### src/rtl/cdrs_pkg.sv
package cdrs_pkg;

    // Command opcodes as seen on the input channel
    localparam logic [2:0] OP_RESTART = 3'd0;
    localparam logic [2:0] OP_HEADER  = 3'd1;
    localparam logic [2:0] OP_BYTE    = 3'd2;
    localparam logic [2:0] OP_HALF    = 3'd3;
    localparam logic [2:0] OP_WORD    = 3'd4;
    localparam logic [2:0] OP_DOUBLE  = 3'd5;

    localparam int          DEF_OFFSET_BITS = 16;
    localparam logic [15:0] CAP_RESET       = 16'd1024;
    localparam int          QUEUE_DEPTH     = 2;

    // Encapsulation header 00 01 00 00, sent least significant byte first
    localparam logic [63:0] HDR_VALUE = 64'h0000_0000_0000_0100;

    typedef enum logic [1:0] {
        CMD_RESTART,
        CMD_FAIL,
        CMD_WRITE
    } cmd_kind_t;

    typedef struct packed {
        cmd_kind_t   kind;
        logic [3:0]  nbytes;
        logic        align;
        logic [63:0] value;
    } cmd_t;

endpackage

### src/rtl/cdrs_front.sv
module cdrs_front (
    input  logic          s_tvalid,
    output logic          s_tready,
    input  logic [2:0]    s_opcode,
    input  logic [63:0]   s_value,
    input  logic          q_full,
    output logic          push,
    output cdrs_pkg::cmd_t push_cmd
);
    import cdrs_pkg::*;

    assign s_tready = !q_full;
    assign push     = s_tvalid && !q_full;

    // Classify the opcode into a plain write of n bytes or a status command
    always_comb begin
        push_cmd.kind   = CMD_WRITE;
        push_cmd.nbytes = 4'd1;
        push_cmd.align  = 1'b1;
        push_cmd.value  = s_value;
        case (s_opcode)
            OP_RESTART: begin
                push_cmd.kind = CMD_RESTART;
            end
            OP_HEADER: begin
                push_cmd.nbytes = 4'd4;
                push_cmd.align  = 1'b0;
                push_cmd.value  = HDR_VALUE;
            end
            OP_BYTE: begin
                push_cmd.nbytes = 4'd1;
            end
            OP_HALF: begin
                push_cmd.nbytes = 4'd2;
            end
            OP_WORD: begin
                push_cmd.nbytes = 4'd4;
            end
            OP_DOUBLE: begin
                push_cmd.nbytes = 4'd8;
            end
            default: begin
                push_cmd.kind = CMD_FAIL;
            end
        endcase
    end
endmodule

### src/rtl/cdrs_queue.sv
module cdrs_queue #(
    parameter int DEPTH = cdrs_pkg::QUEUE_DEPTH
) (
    input  logic           aclk,
    input  logic           aresetn,
    input  logic           push,
    input  cdrs_pkg::cmd_t push_cmd,
    output logic           full,
    input  logic           pop,
    output logic           not_empty,
    output cdrs_pkg::cmd_t pop_cmd
);
    import cdrs_pkg::*;

    localparam int PW = (DEPTH > 1) ? $clog2(DEPTH) : 1;
    localparam int CW = $clog2(DEPTH + 1);

    cmd_t            mem [DEPTH];
    logic [PW-1:0]   wr_ptr_reg, wr_ptr_next;
    logic [PW-1:0]   rd_ptr_reg, rd_ptr_next;
    logic [CW-1:0]   count_reg, count_next;
    logic            do_push, do_pop;

    assign full      = (count_reg == CW'(DEPTH));
    assign not_empty = (count_reg != '0);
    assign do_push   = push && !full;
    assign do_pop    = pop && not_empty;
    assign pop_cmd   = mem[rd_ptr_reg];

    always_comb begin
        wr_ptr_next = wr_ptr_reg;
        rd_ptr_next = rd_ptr_reg;
        count_next  = count_reg;
        if (do_push) begin
            wr_ptr_next = (wr_ptr_reg == PW'(DEPTH - 1)) ? '0 : wr_ptr_reg + 1'b1;
        end
        if (do_pop) begin
            rd_ptr_next = (rd_ptr_reg == PW'(DEPTH - 1)) ? '0 : rd_ptr_reg + 1'b1;
        end
        if (do_push && !do_pop) begin
            count_next = count_reg + 1'b1;
        end else if (do_pop && !do_push) begin
            count_next = count_reg - 1'b1;
        end
    end

    always_ff @(posedge aclk) begin
        if (!aresetn) begin
            wr_ptr_reg <= '0;
            rd_ptr_reg <= '0;
            count_reg  <= '0;
        end else begin
            wr_ptr_reg <= wr_ptr_next;
            rd_ptr_reg <= rd_ptr_next;
            count_reg  <= count_next;
        end
    end

    always_ff @(posedge aclk) begin
        if (do_push) begin
            mem[wr_ptr_reg] <= push_cmd;
        end
    end
endmodule

### src/rtl/cdrs_back.sv
module cdrs_back #(
    parameter int OFFSET_BITS = cdrs_pkg::DEF_OFFSET_BITS
) (
    input  logic           aclk,
    input  logic           aresetn,
    input  logic           cfg_we,
    input  logic [15:0]    cfg_wdata,
    input  logic           q_valid,
    input  cdrs_pkg::cmd_t q_cmd,
    output logic           q_pop,
    output logic           m_valid,
    input  logic           m_ready,
    output logic [7:0]     m_byte,
    output logic [15:0]    m_offset,
    output logic           m_byte_valid,
    output logic           m_ok,
    output logic           m_last
);
    import cdrs_pkg::*;

    localparam int OB = OFFSET_BITS;
    localparam int CW = (OB > 16) ? OB : 16;
    localparam logic [CW-1:0] POS_MASK = CW'((64'd1 << OB) - 64'd1);

    typedef enum logic [1:0] {
        S_IDLE,
        S_PAD,
        S_CHECK,
        S_DATA
    } state_t;

    state_t         state_reg, state_next;
    logic [OB-1:0]  pos_reg, pos_next;
    logic [2:0]     pad_reg, pad_next;
    logic [3:0]     left_reg, left_next;
    logic [63:0]    val_reg, val_next;
    logic [15:0]    cap_reg, cap_next;
    logic           mv_reg, mv_next;
    logic [7:0]     mb_reg, mb_next;
    logic [15:0]    mo_reg, mo_next;
    logic           mbv_reg, mbv_next;
    logic           mok_reg, mok_next;
    logic           ml_reg, ml_next;

    logic [CW-1:0]  cap_ext, eff_ext;
    logic [OB-1:0]  eff_cap, room_left;
    logic           out_free, room_ok, emit_byte;
    logic [2:0]     size_mask, rem;

    assign cap_ext   = CW'(cap_reg);
    assign eff_ext   = (cap_ext > POS_MASK) ? POS_MASK : cap_ext;
    assign eff_cap   = OB'(eff_ext);
    assign room_left = eff_cap - pos_reg;
    assign room_ok   = (pos_reg <= eff_cap) && (OB'(left_reg) <= room_left);
    assign out_free  = !mv_reg || m_ready;

    assign size_mask = 3'(q_cmd.nbytes - 4'd1);
    assign rem       = pos_reg[2:0] & size_mask;

    always_comb begin
        state_next = state_reg;
        pos_next   = pos_reg;
        pad_next   = pad_reg;
        left_next  = left_reg;
        val_next   = val_reg;
        cap_next   = cfg_we ? cfg_wdata : cap_reg;
        mv_next    = (mv_reg && m_ready) ? 1'b0 : mv_reg;
        mb_next    = mb_reg;
        mo_next    = mo_reg;
        mbv_next   = mbv_reg;
        mok_next   = mok_reg;
        ml_next    = ml_reg;
        q_pop      = 1'b0;
        emit_byte  = 1'b0;
        case (state_reg)
            S_IDLE: begin
                if (q_valid && out_free) begin
                    q_pop = 1'b1;
                    case (q_cmd.kind)
                        CMD_RESTART: begin
                            pos_next = '0;
                            mv_next  = 1'b1;
                            mb_next  = 8'h00;
                            mo_next  = 16'h0000;
                            mbv_next = 1'b0;
                            mok_next = 1'b1;
                            ml_next  = 1'b1;
                        end
                        CMD_WRITE: begin
                            val_next   = q_cmd.value;
                            left_next  = q_cmd.nbytes;
                            pad_next   = q_cmd.align
                                       ? 3'(q_cmd.nbytes - {1'b0, rem}) & size_mask : 3'd0;
                            state_next = S_PAD;
                        end
                        default: begin
                            mv_next  = 1'b1;
                            mb_next  = 8'h00;
                            mo_next  = 16'(pos_reg);
                            mbv_next = 1'b0;
                            mok_next = 1'b0;
                            ml_next  = 1'b1;
                        end
                    endcase
                end
            end
            S_PAD: begin
                // stop padding once aligned or the buffer is full
                if (pad_reg == 3'd0 || pos_reg >= eff_cap) begin
                    state_next = S_CHECK;
                end else if (out_free) begin
                    emit_byte = 1'b1;
                    mv_next   = 1'b1;
                    mb_next   = 8'h00;
                    mo_next   = 16'(pos_reg);
                    mbv_next  = 1'b1;
                    mok_next  = 1'b0;
                    ml_next   = 1'b0;
                    pos_next  = pos_reg + 1'b1;
                    pad_next  = pad_reg - 3'd1;
                end
            end
            S_CHECK: begin
                if (room_ok) begin
                    state_next = S_DATA;
                end else if (out_free) begin
                    mv_next    = 1'b1;
                    mb_next    = 8'h00;
                    mo_next    = 16'(pos_reg);
                    mbv_next   = 1'b0;
                    mok_next   = 1'b0;
                    ml_next    = 1'b1;
                    state_next = S_IDLE;
                end
            end
            S_DATA: begin
                if (out_free) begin
                    emit_byte = 1'b1;
                    mv_next   = 1'b1;
                    mb_next   = val_reg[7:0];
                    mo_next   = 16'(pos_reg);
                    mbv_next  = 1'b1;
                    mok_next  = (left_reg == 4'd1);
                    ml_next   = (left_reg == 4'd1);
                    pos_next  = pos_reg + 1'b1;
                    val_next  = val_reg >> 8;
                    left_next = left_reg - 4'd1;
                    if (left_reg == 4'd1) begin
                        state_next = S_IDLE;
                    end
                end
            end
            default: begin
                state_next = S_IDLE;
            end
        endcase
    end

    always_ff @(posedge aclk) begin
        if (!aresetn) begin
            state_reg <= S_IDLE;
            pos_reg   <= '0;
            cap_reg   <= CAP_RESET;
            mv_reg    <= 1'b0;
        end else begin
            state_reg <= state_next;
            pos_reg   <= pos_next;
            cap_reg   <= cap_next;
            mv_reg    <= mv_next;
        end
        pad_reg  <= pad_next;
        left_reg <= left_next;
        val_reg  <= val_next;
        mb_reg   <= mb_next;
        mo_reg   <= mo_next;
        mbv_reg  <= mbv_next;
        mok_reg  <= mok_next;
        ml_reg   <= ml_next;
    end

    assign m_valid      = mv_reg;
    assign m_byte       = mb_reg;
    assign m_offset     = mo_reg;
    assign m_byte_valid = mbv_reg;
    assign m_ok         = mok_reg;
    assign m_last       = ml_reg;

    a_data_left: assert property (@(posedge aclk) disable iff (!aresetn)
        state_reg == S_DATA |-> left_reg != 4'd0)
        else $error("data phase entered with no bytes left");

    a_status_last: assert property (@(posedge aclk) disable iff (!aresetn)
        mv_reg && !mbv_reg |-> ml_reg)
        else $error("status-only result not marked last");

    a_ok_on_last: assert property (@(posedge aclk) disable iff (!aresetn)
        mv_reg && !ml_reg |-> !mok_reg)
        else $error("ok raised on a result that is not last");

    a_pos_step: assert property (@(posedge aclk) disable iff (!aresetn)
        emit_byte |=> pos_reg == OB'($past(pos_reg) + 1'b1))
        else $error("write position did not advance by one byte");
endmodule

### src/rtl/cdr_le_serializer_unit.sv
// Little-endian CDR serializer.
// Input channel (s_): one request per command. s_tuser carries the
// opcode (restart, header, byte, half word, word, double word), s_tdata
// the raw value; only the low bytes of the command's size are used.
// Output channel (m_): one request per buffer byte or status result.
// m_tdata holds the byte and its buffer offset, m_tuser the byte-valid and
// ok flags, m_tlast closes each command's result run.
// Capacity is written through cfg_we/cfg_wdata; the user must write it
// only while the block is idle, the block itself does not enforce this.
// A front stage decodes commands into a two-entry queue; the back sequencer
// owns the write position and emits at most one result per cycle into an
// output register. A command is dispatched from the queue, then its pad
// bytes go out in the pad phase, the room is checked and its value bytes
// go out one by one; a status-only command is answered at dispatch. An
// accepted command is first stored in the queue, and each of its results
// is then registered in the output register.
// Reset clears the position to zero and capacity to 1024 bytes. When the
// receiver stalls, the output register holds and the sequencer waits;
// input keeps being taken until the queue fills.
module cdr_le_serializer_unit #(
    parameter int OFFSET_BITS = cdrs_pkg::DEF_OFFSET_BITS
) (
    input  logic        aclk,
    input  logic        aresetn,
    input  logic        cfg_we,
    input  logic [15:0] cfg_wdata,  // capacity
    input  logic        s_tvalid,
    output logic        s_tready,
    input  logic [63:0] s_tdata,    // [63:0] value
    input  logic [2:0]  s_tuser,    // [2:0] opcode
    output logic        m_tvalid,
    input  logic        m_tready,
    output logic [23:0] m_tdata,    // [7:0] data_byte, [23:8] byte_offset
    output logic [1:0]  m_tuser,    // [0] byte_valid, [1] ok
    output logic        m_tlast
);
    import cdrs_pkg::*;

    cmd_t        push_cmd, pop_cmd;
    logic        push, q_full, q_pop, q_valid;
    logic [7:0]  m_byte;
    logic [15:0] m_offset;
    logic        m_byte_valid, m_ok;

    // Decode commands and hand them to the queue
    cdrs_front u_front (
        .s_tvalid (s_tvalid),
        .s_tready (s_tready),
        .s_opcode (s_tuser),
        .s_value  (s_tdata),
        .q_full   (q_full),
        .push     (push),
        .push_cmd (push_cmd)
    );

    // Decouple decoding from byte emission
    cdrs_queue #(
        .DEPTH (QUEUE_DEPTH)
    ) u_queue (
        .aclk      (aclk),
        .aresetn   (aresetn),
        .push      (push),
        .push_cmd  (push_cmd),
        .full      (q_full),
        .pop       (q_pop),
        .not_empty (q_valid),
        .pop_cmd   (pop_cmd)
    );

    // Pad, check room and emit bytes against the write position
    cdrs_back #(
        .OFFSET_BITS (OFFSET_BITS)
    ) u_back (
        .aclk         (aclk),
        .aresetn      (aresetn),
        .cfg_we       (cfg_we),
        .cfg_wdata    (cfg_wdata),
        .q_valid      (q_valid),
        .q_cmd        (pop_cmd),
        .q_pop        (q_pop),
        .m_valid      (m_tvalid),
        .m_ready      (m_tready),
        .m_byte       (m_byte),
        .m_offset     (m_offset),
        .m_byte_valid (m_byte_valid),
        .m_ok         (m_ok),
        .m_last       (m_tlast)
    );

    assign m_tdata = {m_offset, m_byte};
    assign m_tuser = {m_ok, m_byte_valid};
endmodule

### config.mk
export PLATFORM = sky130hd
export DESIGN_NAME = cdr_le_serializer_unit
export DESIGN_NICKNAME = d
export VERILOG_FILES = /design/src/rtl/cdrs_pkg.sv /design/src/rtl/cdrs_front.sv /design/src/rtl/cdrs_queue.sv /design/src/rtl/cdrs_back.sv /design/src/rtl/cdr_le_serializer_unit.sv
export SDC_FILE = /design/constraint.sdc
export NUM_CORES = 1
export LEC_CHECK = 0
export BUFFER_PORTS_ARGS = -buffer_cell sky130_fd_sc_hd__buf_4
export CAP_MARGIN = 20
export CORE_AREA = 2 2 155 157
export DETAILED_ROUTE_END_ITERATION = 8
export DIE_AREA = 0 0 157 159
export PLACE_DENSITY = 0.74
export REMOVE_ABC_BUFFERS = 1
export SYNTH_ARGS = -nofsm -noshare
export SYNTH_HDL_FRONTEND = slang
export SYNTH_SLANG_ARGS = --single-unit
### constraint.sdc
create_clock -name aclk -period 6.1 [get_ports aclk]
set_clock_uncertainty 0.15 [all_clocks]
set_input_delay 1.22 -clock aclk [delete_from_list [all_inputs] [get_ports aclk]]
set_output_delay 1.22 -clock aclk [all_outputs]
set_load 0.02 [all_outputs]
# --- Word-level counts from Yosys, hierarchy flattened ---
# Memory sizes are Yosys's and may differ from the RTL's. A register that Yosys moved wholly into a read port is not among the register bits.
# Index checks and enable logic that the tools add are counted.
word_totals:
  memories: 1
  register_bits: 137
  word_cells: 169
  output_inout_bits: 29
  input_bits: 88
  mem_bits_rw: 142
classes:
  n_reduce_logical: 33
  mux: 81
  bitwise_logic: 2
  magnitude_cmp: 4
  eq_ne: 23
  n_addsub: 10
memory_table:
  columns: ["name", "words", "word_bits", "read_ports", "rd_ports_with_merged_regs", "write_ports", "line", "text"]
  rows:
  - ["u_queue.mem", 2, 71, 1, 1, 1, "cdrs_queue.sv:18", "cmd_t mem [DEPTH];"]
op_table:
  columns: ["op", "count"]
  rows:
  - ["64-bit two-way mux", 3]
  - ["16-bit two-way mux", 9]
  - ["64-bit one-hot mux with 2 select lines", 1]
  - ["65-bit two-way mux", 1]
  - ["16-bit one-hot mux with 4 select lines", 1]
  - ["8-bit two-way mux", 6]
  - ["16-bit one-hot mux with 3 select lines", 1]
  - ["16-bit one-hot mux with 2 select lines", 1]
  - ["8-bit one-hot mux with 4 select lines", 1]
  - ["1-bit two-way mux", 30]
  - ["2-bit two-way mux", 9]
  - ["16-bit by 1-bit adder with 16-bit output (second input constant)", 1]
  - ["16-bit greater-or-equal comparator", 1]
  - ["16-bit > comparator (second input constant)", 1]
  - ["16-bit less-or-equal comparator", 1]
  - ["4-bit by 16-bit less-or-equal comparator with 1-bit output", 1]
  - ["1-bit one-hot mux with 4 select lines", 4]
  - ["16-bit subtractor", 1]
  - ["3-bit two-way mux", 5]
  - ["5-bit AND reduction", 3]
  - ["4-bit two-way mux", 3]
  - ["2-bit by 1-bit inequality test with 1-bit output (second input constant)", 6]
  - ["4-bit one-hot mux with 3 select lines", 1]
  - ["4-bit AND reduction", 3]
  - ["31 further kinds", 59]

# --- Longest topological paths before layout ---
# Gate-level depths: netlist (run 1).
depth:
  depth_word: 9
  ltp_mapped: 14
  ltp_nobuf: 14

# --- Modules after synthesis ---
# A second synthesis (run 1) with hierarchy kept.
hier_totals:
  hier_cells: 946
  hier_area_um2: 12927.4
by_module_without_submodules:
  columns: ["module", "seq_area_each_um2", "cells_per_inst", "area_each_um2", "n_inst"]
  rows:
  - ["cdrs_back", 3643.5, 614, 7021.7, 1]
  - ["cdrs_queue", 4364.2, 246, 5357.6, 1]
  - ["cdrs_front", 0.0, 84, 533.0, 1]
  - ["cdr_le_serializer_unit", 0.0, 2, 15.0, 1]

# --- Worst setup path after synthesis (run 1) ---
# OpenSTA, ideal clock, no wires.
synth_timing:
  kind: "input-to-reg"
  from: "input m_tready"
  to: "register u_back.left_reg[0], enable pin"
  setup_time_ns: 0.516
  slack_ns: 0.701
  n_path_buf: 1
  stages: 3
  required_ns: 5.434
  arrival_time_ns: 4.733
  path_cell_list: "nor2b_1 clkbuf_1 a21oi_1"
synth_between:
  elab_chain_len: 4
  word_cells_on_any_way: 5
  classes_between: "2 x eq/ne; 3 x reduce/logical"
synth_rtl:
  columns: ["item", "line", "text"]
  rows:
  - ["start: declaration", "cdr_le_serializer_unit.sv:32", "input logic m_tready,"]
  - ["1-bit logical OR (*)", "cdrs_back.sv:55", "assign out_free = !mv_reg || m_ready;"]
  - ["1-bit logical AND", "cdrs_back.sv:77", "if (q_valid && out_free) begin"]
  - ["2-bit by 1-bit inequality test with 1-bit output (no line)", null, null]
  - ["4-bit AND reduction (no line) (*)", null, null]
  - ["end signal: assignment", "cdrs_back.sv:172", "left_reg <= left_next;"]
  - ["end: declaration", "cdrs_back.sv:35", "logic [3:0] left_reg, left_next;"]
# Mark *: on every way between the ends. The rest lies on a longest branch, timed or not.
# A chain may end at the register's enable or synchronous reset.

# --- Worst setup path after layout (run 1) ---
layout_timing:
  from: "register u_back.pos_reg[1]"
  to: "register u_back.mb_reg[7] (netlist: u_back.m_byte[7]), enable pin"
layout_between:
  elab_chain_len: 5
  word_cells_on_any_way: 9
  classes_between: "1 x add/sub; 3 x order compare; 2 x eq/ne; 3 x reduce/logical"
layout_rtl:
  columns: ["item", "line", "text"]
  rows:
  - ["start: declaration", "cdrs_back.sv:33", "logic [OB-1:0] pos_reg, pos_next;"]
  - ["start signal: assignment", "cdrs_back.sv:167", "pos_reg <= pos_next;"]
  - ["16-bit subtractor", "cdrs_back.sv:53", "assign room_left = eff_cap - pos_reg;"]
  - ["4-bit by 16-bit less-or-equal comparator with 1-bit output", "cdrs_back.sv:54", "assign room_ok = (pos_reg <= eff_cap) && (OB'(left_reg) <= room_left);"]
  - ["1-bit logical AND", "cdrs_back.sv:54", null]
  - ["2-bit inequality test (no line)", null, null]
  - ["5-bit AND reduction (no line) (*)", null, null]
  - ["end signal: assignment", "cdrs_back.sv:174", "mb_reg <= mb_next;"]
  - ["end: declaration", "cdrs_back.sv:39", "logic [7:0] mb_reg, mb_next;"]
# Marked as above.

==> reports/results.ini, run 1 <==
[outcome]
status=completed

[route]
drcViolationCount=0
ant_nets=0
drt_iter0_markers=480
vias=7776
routedWlPerCell_um=17.0
routed_wirelength_um=24500
viasPerCell=5.38
dr.pass1.iters=4

[timing]
rsz0062_at_grt=no
fmax_mhz=234
setup_violations=0
hold_viol=0
worst_slew_pin_slew_ns=1.07
maxSlewHeadroom_pct=28.8
period_minus_slack_ns=4.27
finalCritPeriodShare_pct=70.0
drv_slew=0

[cts]
root_buffer=clkbuf_16
path_clk_slew_ns=0.07
htreeDepth=1
cts-resized-gates=0
clkLatencyLatePin_ns=0.54
cts_tree=done
post_cts_buffers=0
numCtsBuffers=30
numClockSinks=280
cts_buffer_depth=3
hold_buffers=0

[power_and_ir_drop]
pwr_density_cell_mw_per_mm2=410
leakage_nw=5.28
ir_worst_vdd_mv=0.231
power_mw=6.05

[logic_synthesis]
async_reset_ff_share_pct=0
synth_edf_count=240
ys.flop_type=edfxtp_1
netlist_top_cells_area=edfxtp_1 (57%), mux2i_1 (6.8%), dfxtp_1 (6.4%), nor2b_1 (4.1%), o21ai_0 (3.3%)
synthesis.area_mm2=0.0126
synth_warnings=0
syn_inst=998
syn_area_per_cell_um2=12.6
synth_top_area_share_pct=57.3
synth_top_area_cell=edfxtp_1
ys_types=63
ys_ff_latch=280
synth.yosys.seq_area_share_pct=63.6

[hold_path]
hold_path.class=reg -> reg
whs_path_depth=2

[worst_setup_path]
path_delay_family=compound AO/OA/AOI/OAI gates
crit_buf_inv=1
cp_common_cell=a21oi_1
path_max_fanout=9
max_stage_delay_ns=0.81
cp_data_arrival_time_ns=4.28
reg2reg_slack_ns=1.83
crit_type=reg -> reg
cp.depth=10
crit_required_ns=6.11
cp-start-kind=flop
cp_slowest_cell=a21oi_1
crit_path_cell_trace=inv_1, ha_1, nor2b_1, o31ai_1, a21oi_1, a211o_1, a221oi_1, and4_1, a31oi_1, a21oi_1
r2r_cells=10
crit_path_end_kind=flop

[grt]
overflow=0
grt_usage_pct=19.4
antenna_found_initial=0
grt_pass1_wl_um=39100
grt_max_degree=125
grt_pass1_vias=7759

[layout]
multi_input_area_mm2=0.00427
final-seq-area_mm2=0.00801
drive_above_1_share_pct=16.6
nNetsFinal=1226
post-route-util_pct=63.6
fin_area_mm2=0.0148
largest_reg_flops=142
area_growth_pct=17.3
fillers=1766
antenna_cells=0

[floorplan]
die_area_mm2=0.0250
num_rows=56
chipWidth_um=157
ios=117
core_region_area_mm2=0.0232
dieHeight_um=159
start_util_pct=54.3

[place]
dpl.hpwl_um=15800
portBuffers=116
place_area_mm2=0.0138
gp_congestion=0.894

[flow_run]
max_cap_viol_count=0

==> cells in the final DEF, fill, tap and decap left out, types with 16 or more instances in the layout <==
cell type	netlist	routed
inv_1	35	35
nand2_1	87	87
ha_1	33	32
a21oi_1	50	49
nor2b_1	83	83
and2_1	16	16
xnor2_1	19	19
buf_4	4	125
edfxtp_1	240	240
mux2i_1	86	86
dfxtp_1	40	39
clkbuf_16	0	30
o21ai_0	84	84
nor2_1	47	46
==> metrics by stage <==
| stage | TNS (ns) | hold slack (ns) | setup WS (ns) | cells |
|---|---|---|---|---|
| 4_1_cts | 0 | 0.342 | 1.87 | 1444 |
| 3_3_place_gp | 0 | 0.317 | 2.04 | 1390 |
| 2_1_floorplan | -74.27 | 0.297 | -1.09 | 946 |
| 6_report | 0 | 0.340 | 1.83 | 1445 |
| 3_5_place_dp | 0 | 0.326 | 1.88 | 1390 |
| 5_1_grt | 0 | 0.394 | 1.49 | 1445 |
==> cells by family after synthesis <==
logic type                 after synthesis  share of synthesized area [%]
adders and majority gates               34                           3.44
and+or+nand+nor                        291                           12.1
DFF                                    280                           63.6
AOI/OAI and AO/OA                      192                           9.26
muxes                                   90                           7.20
xor gates and xnor gates                24                           1.67
buffers and inverters                   87                           2.74
==> area by class of cell <==
cell class,count,share of cell area [%]
clock buffer,35,5.21
clock inverter,19,1.43
inverter,35,0.890
multi-input combinational,631,28.9
sequential,280,54.3
tap,319,2.70
timing repair buffer,126,6.54
==> worst paths after layout <==
check	to	from
max	u_back.m_byte[7]	u_back.pos_reg[1]
max reg2reg	u_back.m_byte[7]	u_back.pos_reg[1]
min	u_back.cap_ext[10]	u_back.cap_ext[10]
min reg2reg	u_back.cap_ext[10]	u_back.cap_ext[10]
==> where the power goes <==
group / internal, mW / total, mW / switching, mW
sequential: 2.59 / 2.78 / 0.191
clock: 1.07 / 1.78 / 0.711
combinational: 0.594 / 1.49 / 0.896
total: 4.25 / 6.05 / 1.80
==> synthesized netlist by cell type (6+ instances only) <==
cell	n
nand2b_1	11
ha_1	33
buf_1	9
dfxtp_1	40
o21ai_0	84
xnor2_1	19
clkbuf_1	36
nand2_1	87
mux2i_1	86
nand3_1	12
and2_1	16
nor2b_1	83
a21o_1	6
a21oi_1	50
edfxtp_1	240
inv_1	35
nor2_1	47
==> worst min-delay path, delay by kind of cell, from the launching register on <==
kind / cells / cell delay [ns]
flip-flops: 1 / 0.34
multiplexers: 1 / 0.07
AND/OR/NAND/NOR: 1 / 0.06
==> layer usage <==
metal / up-vias / wire length (µm) / GRT usage [%]
met5: - / 0 / 0
met4: 0 / 774 / 6.59
met3: 40 / 1200 / 3.18
met2: 213 / 11400 / 30.9
met1: 3674 / 11200 / 27.3
li1: 3849 / - / -
(Power assumes the default switching activity.)
==> run 2, diff against run 1 <==
Clock period 6.1 ns to 4.3 ns, I/O delays scaled along.
==> reports/results.ini, run 2 (same netlist as run 1, synthesis figures left out) <==
[hold_path]
whs_path_depth=2  ; unchanged
hold_path.class=reg -> reg
min_from=u_back.pos_reg[14]
min_to=u_back.pos_reg[14]

[grt]
grt_pass1_wl_um=39200  ; +0.46%
grt_max_degree=82  ; -34%
grt_usage_pct=19.8  ; +0.33 points
grt_pass1_vias=7665  ; -1.2%
antenna_found_initial=0  ; unchanged
overflow=0  ; unchanged

[timing]
worst_slew_pin_slew_ns=1.04  ; -0.0316 ns
setup-tns-final_ns=0  ; unchanged
finalCritPeriodShare_pct=92.4  ; +22 points
drv_slew=0  ; unchanged
maxSlewHeadroom_pct=30.9  ; +2.1 points
setup_violations=0  ; unchanged
period_minus_slack_ns=3.97  ; -0.296 ns
rsz0062_at_grt=no
fin_ws_ns=0.328  ; -1.50 ns
hold_viol=0  ; unchanged
fmax_mhz=252  ; +7.4%

[power_and_ir_drop]
internal_power_mw=5.98  ; +41%
pwr_density_cell_mw_per_mm2=580  ; +41%
p_sw_mw=2.57  ; +43%
leakage_nw=5.30  ; +0.27%
pwr-share-clk_pct=29.1  ; -0.3 points
power_mw=8.55  ; +41%
ir_worst_vdd_mv=0.422  ; +83%
p_comb_share_pct=25.6  ; +1.0 points
swShare_pct=30.0  ; +0.31 points
pwr-share-seq_pct=45.3  ; -0.6 points

[worst_setup_path]
cp_data_arrival_time_ns=4.05  ; -0.23 ns
path_max_fanout=16  ; +7
reg2reg_slack_ns=0.33  ; -1.50 ns
r2r_end=u_back.m_offset[15]
crit_path_end_kind=flop
crit_required_ns=4.38  ; -1.73 ns
crit_type=reg -> reg
cp-start-kind=flop
r2r_cells=12  ; +2
reg2reg_from=u_back.pos_reg[1]

[cts]
cts_tree=done
hold_buffers=0  ; unchanged
root_buffer=clkbuf_16
cts-resized-gates=0  ; unchanged
numCtsBuffers=29  ; -3.3%
htreeDepth=1  ; unchanged
path_clk_slew_ns=0.06  ; about the same
post_cts_buffers=0  ; unchanged
clkLatencyLatePin_ns=0.56  ; +0.02 ns
cts_buffer_depth=3  ; unchanged
numClockSinks=280  ; unchanged

[route]
vias=7829  ; +0.68%
dr.pass1.iters=5  ; +1
routed_wirelength_um=24500  ; -0.15%
viasPerCell=5.40  ; +0.40%
ant_nets=0  ; unchanged
drcViolationCount=0  ; unchanged
routedWlPerCell_um=16.9  ; -0.43%
drt_iter0_markers=480  ; unchanged

[place]
gp_congestion=0.868  ; -3.0%
dp.cells=1395  ; +0.36%
portBuffers=116  ; unchanged
post-place-ws_ns=0.162  ; -1.72 ns
dpl.hpwl_um=16300  ; +3.2%

[floorplan]
start_util_pct=54.3  ; unchanged
die_area_mm2=0.0250  ; unchanged
chipWidth_um=157  ; unchanged
core_region_area_mm2=0.0232  ; unchanged
ios=117  ; unchanged
num_rows=56  ; unchanged
dieHeight_um=159  ; unchanged

[layout]
area_growth_pct=17.3  ; about the same
final_cell_mix=edfxtp_1 (240), buf_4 (130), nand2_1 (87)
post-route-util_pct=63.6  ; about the same
multi_input_area_mm2=0.00428  ; about the same
finalNonFillerCells=1449  ; +0.28%
largest_reg_flops=142  ; unchanged
final-seq-area_mm2=0.00801  ; unchanged
antenna_cells=0  ; unchanged
fillers=1765  ; -0.057%
layout_commonest_cell=edfxtp_1
nNetsFinal=1229  ; +0.24%
drive_above_1_share_pct=17.2  ; +0.56 points

[outcome]
status=completed

[flow_run]
max_cap_viol_count=0  ; unchanged

-- run 2: changes by cell type in the layout (fill, tap and decap cells not counted), sizes merged --
cell      previous run  this run
buf                126       130
inv                 36        38
bufinv               4         3
clkinvlp             2         1
-- run 2: worst max path at each step --
stage                            from             endpoint  slack [ns]  cells past startpoint
floorplan                        flop   u_back.left_reg[0]       -2.89                      4
global placement    u_back.pos_reg[1]     u_back.m_byte[7]        0.23                     10
detailed placement  u_back.pos_reg[1]     u_back.m_byte[7]        0.16                     10
CTS                 u_back.pos_reg[1]     u_back.m_byte[0]        0.13                     10
global route        u_back.pos_reg[1]   u_back.m_offset[2]        0.06                     12
finish              u_back.pos_reg[1]  u_back.m_offset[15]        0.33                     12
-- run 2: worst max-delay path, cell delays in order, from the launching register on --
cell and delay, ns:
dfxtp_1 0.49, inv_1 0.12, ha_1 0.30, nor2b_1 0.14, o31ai_1 0.69, a21oi_1 0.14
a211o_1 0.32, a221oi_1 0.29, and4_1 0.22, a31oi_1 0.16, buf_4 0.22, a21oi_1 0.14
buf_4 0.26
-- run 2: through the flow --
| step | cell area, µm² | hold slack (ns) |
|---|---|---|
| after floorplan | 12400 | 0.297 |
| after global placement | 13800 | 0.318 |
| after detailed placement | 13800 | 0.332 |
| after CTS | 14800 | 0.350 |
| after global routing | 14800 | 0.368 |
| final | 14800 | 0.344 |
-- run 2: per-layer routing --
| metal | wire length (µm) | track usage [%] |
|---|---|---|
| met1 | 10900 | 26.8 |
| met2 | 11400 | 32.0 |
| met3 | 1310 | 3.32 |
| met4 | 825 | 7.59 |
| met5 | 0 | 0 |
-- run 2: power by group through the flow --
stage          clock network [mW]  registers (mW)  logic, mW
2_1_floorplan                   0            4.18       1.27
3_3_place_gp                    0            3.91       2.15
3_5_place_dp                    0            3.93       2.19
4_1_cts                      2.53            3.88       2.20
5_1_grt                      2.64            3.92       2.41
6_report                     2.49            3.87       2.19
-- run 2: cell type report --
class | count | share of cell area, %
tap | 319 | 2.71
multi-input combinational | 631 | 29.0
clock inverter | 19 | 1.31
inverter | 35 | 0.890
timing repair buffer | 130 | 6.61
clock buffer | 35 | 5.21
sequential | 280 | 54.3
